File: config.mk
export PLATFORM = sky130hd
export DESIGN_NAME = ohlc_bar_aggregator_top
export DESIGN_NICKNAME = d
export VERILOG_FILES = /design/src/hw/rtl/ohlc_pkg.sv /design/src/hw/rtl/ohlc_bar_aggregator_top.sv /design/src/hw/rtl/ohlc_bar_state.sv /design/src/hw/rtl/ohlc_div.sv
export SDC_FILE = /design/constraint.sdc
export NUM_CORES = 1
export LEC_CHECK = 0
export ABC_AREA = 1
export BUFFER_PORTS_ARGS = -buffer_cell sky130_fd_sc_hd__buf_2
export CAP_MARGIN = 10
export CORE_MARGIN = 4
export CORE_UTILIZATION = 30
export DETAILED_ROUTE_END_ITERATION = 10
export GPL_TIMING_DRIVEN = 0
export PLACE_DENSITY_LB_ADDON = 0.1
export SYNTH_ARGS = -nofsm -noshare
export SYNTH_HDL_FRONTEND = slang
export SYNTH_SLANG_ARGS = --single-unit
File: constraint.sdc
create_clock -name clk_i -period 3.7 [get_ports clk_i]
set_input_delay 0.555 -clock clk_i [delete_from_list [all_inputs] [get_ports clk_i]]
set_output_delay 0.555 -clock clk_i [all_outputs]
set_load 0.005 [all_outputs]
File: src/hw/rtl/ohlc_pkg.sv
`default_nettype none

package ohlc_pkg;

  localparam int unsigned MinuteW = 24;
  localparam int unsigned IndexW  = 32;

  typedef enum logic {
    CMD_TICK  = 1'b0,
    CMD_FLUSH = 1'b1
  } cmd_e;

  // one accepted word, as seen by the bar registers
  typedef struct packed {
    logic tick;
    logic flush;
  } bar_ctl_t;

  typedef struct packed {
    logic emit;
  } bar_sts_t;

endpackage

`default_nettype wire

File: src/hw/rtl/ohlc_bar_aggregator_top.sv
`default_nettype none

// One-minute OHLC bar builder. Each input word is a price tick (tuser 0) or a
// flush command (tuser 1). A tick that stays in the open bar's minute is folded
// into the bar registers and the block stays ready. A tick with a new minute, or
// a flush of an open bar, closes the bar: its mean is computed as
// floor(sum * 2^MEAN_FRAC_BITS / count) by a bit-serial divider, so such a word
// holds the input off while the divider runs and until the finished bar can move
// into the output register. The output register holds one bar while upstream
// continues. A flush with no open bar produces nothing. first_tick_index counts
// ticks since reset and wraps at 2^32.
module ohlc_bar_aggregator_top #(
  parameter int unsigned PRICE_BITS        = 20,
  parameter int unsigned MAX_TICKS_PER_BAR = 65536,
  parameter int unsigned MEAN_FRAC_BITS    = 8,
  localparam int unsigned CountW   = $clog2(MAX_TICKS_PER_BAR + 1),
  localparam int unsigned MeanW    = PRICE_BITS + MEAN_FRAC_BITS,
  localparam int unsigned InW      = ohlc_pkg::MinuteW + 2 * PRICE_BITS,
  localparam int unsigned InDataW  = ((InW + 7) / 8) * 8,
  localparam int unsigned OutW     = ohlc_pkg::MinuteW + 4 * PRICE_BITS + MeanW + CountW
                                     + ohlc_pkg::IndexW,
  localparam int unsigned OutDataW = ((OutW + 7) / 8) * 8
) (
  input  wire                 clk_i,
  input  wire                 rst_ni,
  input  wire                 s_axis_tvalid,
  output logic                s_axis_tready,
  // tick_minute, bid_price, ask_price
  input  wire  [InDataW-1:0]  s_axis_tdata,
  // cmd
  input  wire                 s_axis_tuser,
  output logic                m_axis_tvalid,
  input  wire                 m_axis_tready,
  // bar_minute, open_price, close_price, low_price, high_price, mean_price,
  // tick_count, first_tick_index
  output logic [OutDataW-1:0] m_axis_tdata,
  // count_saturated
  output logic                m_axis_tuser
);

  localparam int unsigned SumW = PRICE_BITS + $clog2(MAX_TICKS_PER_BAR);
  localparam int unsigned DvdW = SumW + MEAN_FRAC_BITS;
  localparam int unsigned MinW = ohlc_pkg::MinuteW;
  localparam int unsigned IdxW = ohlc_pkg::IndexW;

  typedef enum logic [1:0] {
    S_IDLE,
    S_DIV,
    S_HOLD
  } state_e;

  state_e                  state_q;
  logic                    accept;
  ohlc_pkg::bar_ctl_t      bar_ctl;
  ohlc_pkg::bar_sts_t      bar_sts;
  logic [MinW-1:0]         cur_minute;
  logic [PRICE_BITS-1:0]   cur_open, cur_close, cur_low, cur_high;
  logic [SumW-1:0]         cur_sum;
  logic [CountW-1:0]       cur_count;
  logic [IdxW-1:0]         cur_first;
  logic                    cur_sat;
  logic                    div_start;
  logic                    div_done;
  logic [MeanW-1:0]        div_quo;

  // bar that is waiting for its mean
  logic [MinW-1:0]         pend_minute_q;
  logic [PRICE_BITS-1:0]   pend_open_q, pend_close_q, pend_low_q, pend_high_q;
  logic [CountW-1:0]       pend_count_q;
  logic [IdxW-1:0]         pend_first_q;
  logic                    pend_sat_q;

  logic                    out_valid_q;
  logic [MinW-1:0]         out_minute_q;
  logic [PRICE_BITS-1:0]   out_open_q, out_close_q, out_low_q, out_high_q;
  logic [MeanW-1:0]        out_mean_q;
  logic [CountW-1:0]       out_count_q;
  logic [IdxW-1:0]         out_first_q;
  logic                    out_sat_q;
  logic                    out_load;

  assign s_axis_tready = (state_q == S_IDLE);
  assign accept        = s_axis_tvalid && s_axis_tready;
  assign bar_ctl.tick  = accept && (s_axis_tuser == ohlc_pkg::CMD_TICK);
  assign bar_ctl.flush = accept && (s_axis_tuser == ohlc_pkg::CMD_FLUSH);
  assign div_start     = accept && bar_sts.emit;
  assign out_load      = (state_q == S_HOLD) && (!out_valid_q || m_axis_tready);

  ohlc_bar_state #(
    .PRICE_BITS        (PRICE_BITS),
    .MAX_TICKS_PER_BAR (MAX_TICKS_PER_BAR),
    .CountW            (CountW),
    .SumW              (SumW)
  ) u_bar_state (
    .clk_i         (clk_i),
    .rst_ni        (rst_ni),
    .ctl_i         (bar_ctl),
    .minute_i      (s_axis_tdata[MinW-1:0]),
    .bid_i         (s_axis_tdata[MinW+PRICE_BITS-1:MinW]),
    .ask_i         (s_axis_tdata[MinW+2*PRICE_BITS-1:MinW+PRICE_BITS]),
    .sts_o         (bar_sts),
    .minute_o      (cur_minute),
    .open_o        (cur_open),
    .close_o       (cur_close),
    .low_o         (cur_low),
    .high_o        (cur_high),
    .sum_o         (cur_sum),
    .count_o       (cur_count),
    .first_index_o (cur_first),
    .saturated_o   (cur_sat)
  );

  ohlc_div #(
    .DvdW (DvdW),
    .DsrW (CountW),
    .QuoW (MeanW)
  ) u_div (
    .clk_i      (clk_i),
    .rst_ni     (rst_ni),
    .start_i    (div_start),
    .dividend_i ({cur_sum, {MEAN_FRAC_BITS{1'b0}}}),
    .divisor_i  (cur_count),
    .done_o     (div_done),
    .quotient_o (div_quo)
  );

  always_ff @(posedge clk_i or negedge rst_ni) begin
    if (!rst_ni) begin
      state_q       <= S_IDLE;
      out_valid_q   <= 1'b0;
      pend_minute_q <= '0;
      pend_open_q   <= '0;
      pend_close_q  <= '0;
      pend_low_q    <= '0;
      pend_high_q   <= '0;
      pend_count_q  <= '0;
      pend_first_q  <= '0;
      pend_sat_q    <= 1'b0;
      out_minute_q  <= '0;
      out_open_q    <= '0;
      out_close_q   <= '0;
      out_low_q     <= '0;
      out_high_q    <= '0;
      out_mean_q    <= '0;
      out_count_q   <= '0;
      out_first_q   <= '0;
      out_sat_q     <= 1'b0;
    end else begin
      if (out_load) out_valid_q <= 1'b1;
      else if (m_axis_tready) out_valid_q <= 1'b0;
      case (state_q)
        S_IDLE: begin
          if (div_start) begin
            // snapshot the closing bar before the new tick overwrites it
            pend_minute_q <= cur_minute;
            pend_open_q   <= cur_open;
            pend_close_q  <= cur_close;
            pend_low_q    <= cur_low;
            pend_high_q   <= cur_high;
            pend_count_q  <= cur_count;
            pend_first_q  <= cur_first;
            pend_sat_q    <= cur_sat;
            state_q       <= S_DIV;
          end
        end
        S_DIV: begin
          if (div_done) state_q <= S_HOLD;
        end
        S_HOLD: begin
          if (out_load) begin
            out_minute_q <= pend_minute_q;
            out_open_q   <= pend_open_q;
            out_close_q  <= pend_close_q;
            out_low_q    <= pend_low_q;
            out_high_q   <= pend_high_q;
            out_mean_q   <= div_quo;
            out_count_q  <= pend_count_q;
            out_first_q  <= pend_first_q;
            out_sat_q    <= pend_sat_q;
            state_q      <= S_IDLE;
          end
        end
        default: begin
          state_q <= S_IDLE;
        end
      endcase
    end
  end

  assign m_axis_tvalid = out_valid_q;
  assign m_axis_tuser  = out_sat_q;

  always_comb begin
    m_axis_tdata = '0;
    m_axis_tdata[OutW-1:0] = {out_first_q, out_count_q, out_mean_q, out_high_q, out_low_q,
                              out_close_q, out_open_q, out_minute_q};
  end

endmodule

`default_nettype wire

File: src/hw/rtl/ohlc_bar_state.sv
`default_nettype none

module ohlc_bar_state #(
  parameter int unsigned PRICE_BITS        = 20,
  parameter int unsigned MAX_TICKS_PER_BAR = 65536,
  parameter int unsigned CountW            = $clog2(MAX_TICKS_PER_BAR + 1),
  parameter int unsigned SumW              = PRICE_BITS + $clog2(MAX_TICKS_PER_BAR)
) (
  input  wire                                   clk_i,
  input  wire                                   rst_ni,
  input  ohlc_pkg::bar_ctl_t                    ctl_i,
  input  wire        [ohlc_pkg::MinuteW-1:0]    minute_i,
  input  wire        [PRICE_BITS-1:0]           bid_i,
  input  wire        [PRICE_BITS-1:0]           ask_i,
  output ohlc_pkg::bar_sts_t                    sts_o,
  output logic       [ohlc_pkg::MinuteW-1:0]    minute_o,
  output logic       [PRICE_BITS-1:0]           open_o,
  output logic       [PRICE_BITS-1:0]           close_o,
  output logic       [PRICE_BITS-1:0]           low_o,
  output logic       [PRICE_BITS-1:0]           high_o,
  output logic       [SumW-1:0]                 sum_o,
  output logic       [CountW-1:0]               count_o,
  output logic       [ohlc_pkg::IndexW-1:0]     first_index_o,
  output logic                                  saturated_o
);

  localparam logic [CountW-1:0] MaxCount = CountW'(MAX_TICKS_PER_BAR);
  localparam logic [CountW-1:0] OneCount = CountW'(1);

  logic                          bar_open_q, bar_open_d;
  logic [ohlc_pkg::MinuteW-1:0]  minute_q, minute_d;
  logic [PRICE_BITS-1:0]         open_q, open_d;
  logic [PRICE_BITS-1:0]         close_q, close_d;
  logic [PRICE_BITS-1:0]         low_q, low_d;
  logic [PRICE_BITS-1:0]         high_q, high_d;
  logic [SumW-1:0]               sum_q, sum_d;
  logic [CountW-1:0]             count_q, count_d;
  logic [ohlc_pkg::IndexW-1:0]   first_q, first_d;
  logic [ohlc_pkg::IndexW-1:0]   tick_cnt_q, tick_cnt_d;
  logic                          sat_q, sat_d;
  logic [PRICE_BITS:0]           pair_sum;
  logic [PRICE_BITS-1:0]         mid;
  logic                          new_bar;
  logic [CountW-1:0]             count_inc;

  assign pair_sum = {1'b0, bid_i} + {1'b0, ask_i};
  assign mid      = pair_sum[PRICE_BITS:1];
  assign new_bar  = !bar_open_q || (minute_i != minute_q);
  assign count_inc = (count_q < MaxCount) ? count_q + OneCount : count_q;

  assign sts_o.emit = bar_open_q && (ctl_i.flush || (ctl_i.tick && (minute_i != minute_q)));

  always_comb begin
    bar_open_d = bar_open_q;
    minute_d   = minute_q;
    open_d     = open_q;
    close_d    = close_q;
    low_d      = low_q;
    high_d     = high_q;
    sum_d      = sum_q;
    count_d    = count_q;
    first_d    = first_q;
    tick_cnt_d = tick_cnt_q;
    sat_d      = sat_q;
    if (ctl_i.flush) begin
      bar_open_d = 1'b0;
    end else if (ctl_i.tick) begin
      tick_cnt_d = tick_cnt_q + 1'b1;
      close_d    = mid;
      if (new_bar) begin
        bar_open_d = 1'b1;
        minute_d   = minute_i;
        open_d     = mid;
        low_d      = mid;
        high_d     = mid;
        sum_d      = SumW'(mid);
        count_d    = OneCount;
        first_d    = tick_cnt_q;
        sat_d      = (OneCount >= MaxCount);
      end else begin
        if (mid < low_q) low_d = mid;
        if (mid > high_q) high_d = mid;
        // ticks past the bound still move close/low/high but not the mean
        if (count_q < MaxCount) sum_d = sum_q + SumW'(mid);
        count_d = count_inc;
        if (count_inc >= MaxCount) sat_d = 1'b1;
      end
    end
  end

  always_ff @(posedge clk_i or negedge rst_ni) begin
    if (!rst_ni) begin
      bar_open_q <= 1'b0;
      minute_q   <= '0;
      open_q     <= '0;
      close_q    <= '0;
      low_q      <= '0;
      high_q     <= '0;
      sum_q      <= '0;
      count_q    <= '0;
      first_q    <= '0;
      tick_cnt_q <= '0;
      sat_q      <= 1'b0;
    end else begin
      bar_open_q <= bar_open_d;
      minute_q   <= minute_d;
      open_q     <= open_d;
      close_q    <= close_d;
      low_q      <= low_d;
      high_q     <= high_d;
      sum_q      <= sum_d;
      count_q    <= count_d;
      first_q    <= first_d;
      tick_cnt_q <= tick_cnt_d;
      sat_q      <= sat_d;
    end
  end

  assign minute_o      = minute_q;
  assign open_o        = open_q;
  assign close_o       = close_q;
  assign low_o         = low_q;
  assign high_o        = high_q;
  assign sum_o         = sum_q;
  assign count_o       = count_q;
  assign first_index_o = first_q;
  assign saturated_o   = sat_q;

endmodule

`default_nettype wire

File: src/hw/rtl/ohlc_div.sv
`default_nettype none

// restoring divider, one quotient bit per cycle
module ohlc_div #(
  parameter int unsigned DvdW = 45,
  parameter int unsigned DsrW = 17,
  parameter int unsigned QuoW = 28
) (
  input  wire              clk_i,
  input  wire              rst_ni,
  input  wire              start_i,
  input  wire  [DvdW-1:0]  dividend_i,
  input  wire  [DsrW-1:0]  divisor_i,
  output logic             done_o,
  output logic [QuoW-1:0]  quotient_o
);

  localparam int unsigned CntW = $clog2(DvdW + 1);
  localparam logic [CntW-1:0] Steps   = CntW'(DvdW);
  localparam logic [CntW-1:0] LastCnt = CntW'(1);

  logic              busy_q;
  logic              done_q;
  logic [CntW-1:0]   cnt_q;
  logic [DvdW-1:0]   dvd_q;
  logic [DsrW-1:0]   dsr_q;
  logic [DsrW-1:0]   rem_q;
  logic [QuoW-1:0]   quo_q;
  logic [DsrW:0]     rem_sh;
  logic [DsrW:0]     rem_diff;
  logic              fits;

  // remainder stays below the divisor, so the shifted value needs one more bit
  assign rem_sh   = {rem_q, dvd_q[DvdW-1]};
  assign fits     = rem_sh >= {1'b0, dsr_q};
  assign rem_diff = rem_sh - {1'b0, dsr_q};

  always_ff @(posedge clk_i or negedge rst_ni) begin
    if (!rst_ni) begin
      busy_q <= 1'b0;
      done_q <= 1'b0;
      cnt_q  <= '0;
      dvd_q  <= '0;
      dsr_q  <= '0;
      rem_q  <= '0;
      quo_q  <= '0;
    end else begin
      done_q <= 1'b0;
      if (start_i) begin
        busy_q <= 1'b1;
        cnt_q  <= Steps;
        dvd_q  <= dividend_i;
        dsr_q  <= divisor_i;
        rem_q  <= '0;
        quo_q  <= '0;
      end else if (busy_q) begin
        dvd_q <= {dvd_q[DvdW-2:0], 1'b0};
        rem_q <= fits ? rem_diff[DsrW-1:0] : rem_sh[DsrW-1:0];
        quo_q <= {quo_q[QuoW-2:0], fits};
        cnt_q <= cnt_q - 1'b1;
        if (cnt_q == LastCnt) begin
          busy_q <= 1'b0;
          done_q <= 1'b1;
        end
      end
    end
  end

  assign done_o     = done_q;
  assign quotient_o = quo_q;

endmodule

`default_nettype wire
* Yosys cells after proc, flatten, opt, wreduce, memory -nomap -nowiden *
Index checks and enable logic that the tools add are counted.

cells by class
  equal/unequal tests = 7
  reduce and logical (&&, ||, !) cells = 31
  muxes and demuxes = 34
  add/subtract/negate cells = 6
  $lt $le $gt $ge = 5
  bitwise gates (word level) = 2

operator list
  operator                 count
  $mux W44                 2
  $mux W17                 5
  $mux W20                 4
  $mux W36                 2
  $mux W28                 2
  $add A36 B20 Y36         1
  $add A32 B1 Y32 const B  1
  $ne A24 B24 Y1           1
  $add A20 B20 Y21         1
  $gt A20 B20 Y1           1
  $lt A20 B20 Y1           1
  $ge A18 B17 Y1           1
  $reduce_and A3 Y1        6
  $add A17 B1 Y17 const B  1
  $ge A17 B17 Y1 const B   1
  $lt A17 B17 Y1 const B   1
  $sub A17 B17 Y17         1
  $reduce_bool A2 Y1       8
  $mux W1                  13
  $mux W6                  2
  $reduce_and A2 Y1        4
  $logic_and A1 B1 Y1      7
  $eq A6 B1 Y1 const B     1
  $mux W2                  3
  10 further kinds         15

storage, ports and cells
  output and inout port bits = 187
  bits in registers = 676

* Logic depth before layout (Yosys ltp) *
Gate-level depths: netlist (run 1).

  depth in word-level cells = 9
  gate-level depth with buffers = 27
  depth with buffers taken out = 27

* By module *
From an unflattened synthesis (run 1), not the netlist that was laid out.

second synthesis, totals
  cell total of the unflattened synthesis = 4118
  area total of the unflattened synthesis = 33158.1 µm²

by module, submodules not included
  module                   sequential area each (µm²)  area each (µm²)  cells each  times used
  ohlc_bar_aggregator_top  8483.1                      13603.0          1497        1
  ohlc_bar_state           5580.4                      13484.2          1836        1
  ohlc_div                 2852.7                      6070.8           785         1

* Worst setup path before layout (run 1) *
Ideal clock, no wire load.

  path kind = input-to-reg
  start = in s_axis_tdata[24]
  end = reg u_bar_state.high_q[9], in the netlist u_bar_state.high_o[9]
  cell stages on the path = 23
  slack = 0.296 ns
  path buffers = 1
  arrival time = 3.321 ns
  cells stage by stage = nand2_1 > inv_1 > fa_1 > nand3_1 > nand3_1 > nand2_1 > nand2_1 > nand3_1 > nand2_1 > a21oi_1 > inv_1 > ha_1 > nand2_1 > nor2_1 > nand2_1 > nor4_1 > nand2_1 > nand3_1 > nand2_1 > nand2_1 > clkbuf_1 > nand2_1 > o21ai_0

on the way
  word-level cells in the longest chain between the ends = 4
  elaborated cells on any way between the ends = 6
  those cells by class = add/sub (1); order compare (1); mux (2); reduce/logical (2)

ends and longest elaborated chain
  element                             line                           source
  start: declaration                  ohlc_bar_aggregator_top.sv:29  input wire [InDataW-1:0] s_axis_tdata,
  $add A20 B20 Y21                    ohlc_bar_state.sv:46           assign pair_sum = {1'b0, bid_i} + {1'b0, ask_i};
  named net u_bar_state.pair_sum[20]  ohlc_bar_state.sv:41           logic [PRICE_BITS:0] pair_sum;
  $gt A20 B20 Y1                      ohlc_bar_state.sv:82           if (mid > high_q) high_d = mid;
  $reduce_bool A2 Y1 (no line)        -
  $reduce_and A3 Y1 (no line)         -
  end signal: assignment              ohlc_bar_state.sv:110          high_q <= high_d;
  end: declaration                    ohlc_bar_state.sv:35           logic [PRICE_BITS-1:0] high_q, high_d;

The timed path passes the listed nets, and every way through them passes these cells. The select of a mux whose other input is x is not followed.
A chain may end at the register's enable or synchronous reset.

* Worst setup path after layout (run 1) *
  start = in s_axis_tdata[24]
  end = reg u_bar_state.sum_q[28], in the netlist u_bar_state.sum_o[28]

on the way
  word-level cells in the longest chain between the ends = 4

ends and longest elaborated chain
  element                             line                   source
  $add A20 B20 Y21                    ohlc_bar_state.sv:46
  named net u_bar_state.pair_sum[20]  ohlc_bar_state.sv:41
  $add A36 B20 Y36                    ohlc_bar_state.sv:84   if (count_q < MaxCount) sum_d = sum_q + SumW'(mid);
  $mux W36                            ohlc_bar_state.sv:84
  $mux W36                            ohlc_bar_state.sv:70   if (new_bar) begin
  end signal: assignment              ohlc_bar_state.sv:111  sum_q <= sum_d;
  end: declaration                    ohlc_bar_state.sv:36   logic [SumW-1:0] sum_q, sum_d;

The timed path passes the listed nets, and every way through them passes these cells. The select of a mux whose other input is x is not followed.

==> results of run 1 <==
path summary, 6_finish.rpt:
path	from	to	cells past startpoint
max in group asynchronous	rst_ni	u_bar_state.first_index_o[16]	4
worst max register to register	m_axis_tvalid	out_mean_q[9]	10
worst min-delay path	s_axis_tdata[22]	u_bar_state.minute_o[22]	3
worst min register to register	u_bar_state.tick_cnt_q[12]	u_bar_state.tick_cnt_q[12]	1
worst max-delay path	s_axis_tdata[24]	u_bar_state.sum_o[28]	23
min in group asynchronous	rst_ni	pend_minute_q[12]	2
power by group:
part / internal [mW] / leakage, nW / switching [mW] / total, mW
logic: 3.33 / 9.32 / 5.89 / 9.22
registers: 9.64 / 8.70 / 1.33 / 11.0
clock network: 4.89 / 1.35 / 3.33 / 8.22
total: 17.9 / 19.4 / 10.6 / 28.4
cell type report:
type	count	area, µm²	share of cell area [%]
diodes	4	10.01	0.02642
inverters	386	1453	3.835
clock inverters	27	424.2	1.120
clock buffers	122	2364	6.239
repair buffers	266	1506	3.977
multi-input cells	2377	12820	33.85
well taps	1380	1727	4.558
plain buffers	152	859.6	2.269
flip-flops and latches	668	16720	44.13
stage by stage:
step	instances	worst slack, ns	total power, mW
after floorplan	3583	0.2959	16.93
after global placement	5215	-13.33	20.20
after detailed placement	5223	-1.529	20.28
after CTS	5376	0.001692	28.71
after global routing	5378	0.004162	30.64
final	5382	0.2274	28.41
synthesized netlist by cell type (2+ instances only):
library cell,instances
a21o_1,3
a21oi_1,75
a31oi_1,5
and2_1,2
and3_1,3
buf_1,5
buf_2,53
buf_4,25
buf_6,12
clkbuf_1,55
clkbuf_2,2
clkinv_1,2
dfrtp_1,668
fa_1,3
ha_1,101
inv_1,380
inv_2,4
mux2_2,120
nand2_1,994
nand2_2,4
nand2_4,2
nand3_1,275
nand3b_1,16
nand4_1,31
nand4_2,2
nor2_1,133
nor2_2,4
nor2_4,3
nor3_1,26
nor3_4,2
nor4_1,6
o211ai_1,10
o21ai_0,418
o21ai_1,29
o21bai_1,3
or2_2,5
xnor2_1,31
xor2_1,58
registers in the layout (all words and copies together) (netlist names), 28 cells and up:
signal                     cells
u_div.dvd_q                   36
u_bar_state.sum_o             36
out_first_q                   32
u_bar_state.first_index_o     32
out_mean_q                    28
pend_first_q                  32
u_bar_state.tick_cnt_q        32
u_div.quotient_o              28
critical path: cells and delay by family:
family	cells	cell delay [ns]
compound gates	5	1.00
fa+ha+maj	2	0.76
buf+inv	5	0.60
simple gates	11	1.09
cell families (layout without fill, tap and decap cells):
kind of cell,count (synthesis),in the layout
buffers and inverters,538,953
flip-flops,668,668
XOR/XNOR,89,89
adder cells (fa/ha/maj),104,104
other,1,7
AO/OA/AOI/OAI,548,548
AND/OR/NAND/NOR,1513,1513
multiplexers,120,120
timing repair:
item,in CTS,in global routing
endpoints found under the hold margin,48,0
pin swaps,1,1
hold buffers,1,0
setup buffers,3,2
resized for setup,15,51
setup endpoints to repair,65,67
routing by layer:
layer	vias to the layer above	share of wire [%]	GRT usage, %	routed length [µm]
met3	130	5.2	3.197	5303
li1	12313	-	-	-
met2	506	44	28.42	45170
met5	-	0.024	0	25
met1	12099	48	26.47	49300
met4	4	2.2	5.191	2289
==> flow_metrics.env, run 1 <==
export IMPL_cts_buffer_depth=3
export IMPL_synth_simple_area_share_pct=20.17
export IMPL_final_cell_mix="nand2_1, dfrtp_1, o21ai_0"
export IMPL_maxCapViolCount=0
export IMPL_io_pins=256
export IMPL_portBuffers=252
export IMPL_max_slew_margin_pct=30.78
export IMPL_synth_area_top_cells="dfrtp_1, nand2_1, o21ai_0"
export IMPL_first_pass_iters=5
export IMPL_synth_area_um2=31630
export IMPL_synthMuxAreaShare_pct=4.272
export IMPL_slew_viol_final=0
export IMPL_clockRootBuffer="clkbuf_16"
export IMPL_fmax_mhz=288.0
export IMPL_p_leak_nw=19.37
export IMPL_grt_max_degree=113
export IMPL_cts_sinks=668
export IMPL_syn_to_final_growth_pct=19.76
export IMPL_setup_tns_ns=0
export IMPL_ant_nets=0
export IMPL_fin_util_pct=36.39
export IMPL_grt_first_pass_wirelength_um=157800
export IMPL_yosys_area_share_adder_pct=4.185
export IMPL_overflow=0
export IMPL_finClkSkew_ns=0.07057
export IMPL_synth_distinct_cells=49
export IMPL_outcome="complete, no violations"
export IMPL_cts_buffers=82
export IMPL_ir_drop_mv=0.4163
export IMPL_fin_crit_ns=3.473
export IMPL_dieArea_um2=110700
export IMPL_filler_cell_count=10800
export IMPL_synth_async_reset_ratio_pct=100.0
export IMPL_avgSynthCellArea_um2=8.833
export IMPL_coreArea_um2=104100
export IMPL_synth_edf_count=0
export IMPL_crit_arrival_ns=4.04
export IMPL_worstPathCellList="buf_2 -> nand2_2 -> inv_1 -> fa_1 -> nand3_1 -> nand3_2 -> nand2_1 -> nand2_2 -> nand3_1 -> nand2_1 -> a21oi_4 -> clkinvlp_4 -> buf_4 -> ha_1 -> a21oi_1 -> inv_1 -> a21oi_2 -> o21ai_0 -> nand2_1 -> nand2_1 -> nand2_1 -> nand3_1 -> o21ai_0"
export IMPL_ys_ff_latch=668
export IMPL_gr_usage_all_layers_pct=18.37
export IMPL_die_h_um=332.7
export IMPL_cp_slowest_cell="fa_1"
export IMPL_hold_path_class="in -> reg"
export IMPL_drc=0
export IMPL_synthFlopType="dfrtp_1"
export IMPL_synth_top_family_by_area="simple AND/OR/NAND/NOR gates"
export IMPL_wl_per_cell_um=18.97
export IMPL_yosysTopAreaCell="dfrtp_1"
export IMPL_yosysWarnings=0
export IMPL_post_route_period_util_pct=93.85
export IMPL_tritoncts="built"
export IMPL_via_count=25052
export IMPL_drt_iter0_drc=1558
export IMPL_via_per_inst=4.655
export IMPL_syn_inst=3581
export IMPL_yosysTopAreaCellShare_pct=52.85
export IMPL_path_clk_slew_ns=0.06
export IMPL_path_common_cell="nand2_1"
export IMPL_yosysSeqAreaShare_pct=52.85
export IMPL_cp_start_kind="input port"
export IMPL_htreeDepth=3
export IMPL_worstPathRequired_ns=4.27
export IMPL_tightest_slew_ns=1.035
export IMPL_rows=118
export IMPL_timing_hold_ws_ns=0.1130
export IMPL_setup_viol=0
export IMPL_layout_commonest_cell="nand2_1"
export IMPL_end_kind="flop"
export IMPL_wl_um=102100
export IMPL_nets=4106
export IMPL_synthXorXnorAreaFrac_pct=2.464
export IMPL_r2r_slack_ns=0.83
export IMPL_dpl_cell_area_um2=34820
export IMPL_dpl_hpwl_um=76500
export IMPL_gp_congestion=0.8582
export IMPL_initial_utilization_pct=30.39
export IMPL_finalHoldViolations=0
export IMPL_p_per_area_nw_per_um2=750.1
export IMPL_antenna_found_initial=8
export IMPL_criticalPathCategory="in -> reg"
export IMPL_insertion_delay_ns=0.68
export IMPL_die_width_um=332.7
export IMPL_design_area_um2=37880
export IMPL_drive_gt1_share_pct=16.58
export IMPL_critPathMaxStageDelay_ns=0.40
export IMPL_rsz0062_at_grt="no"
export IMPL_synth_compound_area_share_pct=8.865
export IMPL_cp_max_fo=6
export IMPL_grt_pass1_vias=25358
Power figures use the tool's default switching activity.
==> run 2: changes to the inputs <==
Settings changed: BUFFER_PORTS_ARGS -buffer_cell sky130_fd_sc_hd__buf_2 to default, DONT_BUFFER_PORTS from default to 1.
==> run 2 against run 1 <==
The flow now finishes with violations (negative hold slack, max-slew violations). Sequential power is essentially flat. Sequential cell count is the same. Clock-buffer cell count grew 8. Clock power grew 5.1%. Cell count shrank 4.6%. Design area shrank 3.1%. Global-route usage grew 0.14 points. Total power is essentially flat. Worst hold slack lost 0.46 ns. Sequential share of layout area grew 1.4 points. Fmax shrank 2.6%. Clock skew shrank 0.042 ns.
==> flow_metrics.env, run 2 (same netlist as run 1, synthesis figures left out) <==
export IMPL_outcome="finished, violations left"
export IMPL_violations="negative hold slack, max-slew violations"
export IMPL_via_per_inst=4.736
export IMPL_end_kind="flop"
export IMPL_r2r_slack_ns=0.80
export IMPL_ctsHoldBuffers=18
export IMPL_critPathTopFamily="simple AND/OR/NAND/NOR gates"
export IMPL_hold_path_class="in -> async"
export IMPL_grt_first_pass_wirelength_um=157800
export IMPL_cts_buffers=82
export IMPL_place_ws_ns=-1.468
export IMPL_grt_pass1_vias=24484
export IMPL_fmax_mhz=280.6
export IMPL_cp_num_cells=18
export IMPL_seqCellArea_um2=16720
export IMPL_multi_input_comb_area_um2=12810
export IMPL_coreArea_um2=104100
export IMPL_first_pass_iters=5
export IMPL_syn_to_final_growth_pct=16.07
export IMPL_cp_slowest_cell="xor2_1"
export IMPL_ir_drop_mv=0.3512
export IMPL_die_h_um=332.7
export IMPL_grt_max_degree=669
export IMPL_antenna_found_initial=2
export IMPL_setup_tns_ns=0
export IMPL_layout_commonest_cell="nand2_1"
export IMPL_ant_nets=0
export IMPL_via_count=24331
export IMPL_cp_max_fo=8
export IMPL_filler_cell_count=10878
export IMPL_path_common_cell="nand2_1"
export IMPL_finalHoldViolations=637
export IMPL_worstPathRequired_ns=4.24
export IMPL_drt_iter0_drc=1740
export IMPL_path_clk_slew_ns=0.06
export IMPL_finClkSkew_ns=0.02875
export IMPL_htreeDepth=3
export IMPL_critPathMaxStageDelay_ns=0.96
export IMPL_post_route_period_util_pct=96.32
export IMPL_dpl_hpwl_um=75500
export IMPL_gr_usage_all_layers_pct=18.51
export IMPL_postLayoutSetupSlackWorst_ns=0.1363
export IMPL_cts_sinks=668
export IMPL_r2r_start="m_axis_tvalid"
export IMPL_criticalPathCategory="in -> reg"
export IMPL_worstPathCellList="nand2_2 -> inv_1 -> fa_1 -> nand3_1 -> nand3_2 -> xor2_1 -> ha_1 -> nand2_1 -> nand3_1 -> nand2_1 -> nand2_1 -> nand2_1 -> nand2_1 -> or2_2 -> nand3_1 -> nand2_1 -> nand2_1 -> nand2_1"
export IMPL_setup_worst_path_end="u_bar_state.sum_o[10]"
export IMPL_ff2ff_path_depth=10
export IMPL_final_cell_mix="nand2_1, dfrtp_1, o21ai_0"
export IMPL_dieArea_um2=110700
export IMPL_p_per_area_nw_per_um2=773.7
export IMPL_nets=3863
export IMPL_insertion_delay_ns=0.67
export IMPL_wl_per_cell_um=20.16
export IMPL_crit_arrival_ns=4.11
export IMPL_initial_utilization_pct=30.39
export IMPL_cp_startpoint="s_axis_tdata[24]"
export IMPL_rows=118
export IMPL_gp_congestion=0.8484
export IMPL_maxCapViolCount=0
export IMPL_cp_num_buf_inv=1
export IMPL_tightest_slew_ns=1.780
export IMPL_cts_buffer_depth=3
export IMPL_r2r_end="out_mean_q[20]"
export IMPL_portBuffers=0
export IMPL_setup_viol=0
export IMPL_slew_viol_final=162
export IMPL_drc=0
export IMPL_rsz0062_at_grt="yes"
export IMPL_cp_start_kind="input port"
export IMPL_drive_gt1_share_pct=11.05
export IMPL_timing_hold_ws_ns=-0.3480
export IMPL_n_antenna_cell=0
export IMPL_tritoncts="built"
export IMPL_p_leak_nw=18.14
export IMPL_die_width_um=332.7
export IMPL_io_pins=256
export IMPL_max_slew_margin_pct=-18.66
export IMPL_wl_um=103600
export IMPL_overflow=0
export IMPL_fin_crit_ns=3.564
export IMPL_clockRootBuffer="clkbuf_16"
run 2: cell types whose count changed in the layout (fill, tap and decap cells not counted), moves of 4 or more:
cell           before  now
clkinv_2           12    4
dlygate4sd3_1       1   18
clkbuf_8           14   33
diode_2             4    0
buf_6              18   12
clkbuf_1           75   64
buf_16              6    0
buf_2             303   51
run 2: layout make-up:
class / instances / area share, %
clock buffer: 130 / 7.037
tap: 1380 / 4.703
clock inverter: 21 / 0.9747
inverter: 386 / 3.957
timing repair buffer: 23 / 0.5930
multi-input combinational: 2377 / 34.90
sequential: 668 / 45.53
buffer: 152 / 2.300
run 2: worst min path at each step:
stage	from	end	slack, ns	cells past startpoint
after floorplan	rst_ni	m_axis_tuser	0.26	0
after global placement	rst_ni	out_minute_q[5]	0.32	0
after detailed placement	rst_ni	out_minute_q[5]	0.32	0
after CTS	rst_ni	out_minute_q[5]	-0.39	0
after global routing	rst_ni	out_minute_q[5]	-0.38	0
final	rst_ni	pend_minute_q[4]	-0.35	0
run 2: repair_timing:
action	4_1_cts	5_1_grt
endpoints found under the setup margin	62	67
buffers inserted	2	2
endpoints found under the hold margin	686	668
resized for setup	12	42
pin swaps	1	1
run 2: per-layer routing:
metal  vias up  routed length, µm  track usage [%]
li1      11834                  -                -
met1     11937              50420            26.79
met2       479              46380            28.88
met3        81               5363            3.511
met4         0               1417            3.953
met5         -                  0                0
run 2: where the power goes:
| group | switching [mW] | internal, mW | total (mW) |
|---|---|---|---|
| clock network | 3.39 | 5.24 | 8.64 |
| registers | 1.48 | 9.64 | 11.1 |
| logic | 5.54 | 3.10 | 8.64 |
run 2: per-stage QoR:
step                      instance area, µm²  hold slack [ns]  power [mW]  std cells  util (%)
final                                  36710          -0.3480       28.40       5137     35.27
after global routing                   36710          -0.3845       30.58       5137     35.27
after CTS                              36570          -0.3919       28.69       5135     35.13
after detailed placement               33380           0.3182       19.85       4964     32.07
after global placement                 33360           0.3198       19.78       4963     32.05
after floorplan                        31640           0.2594       16.93       3583         -
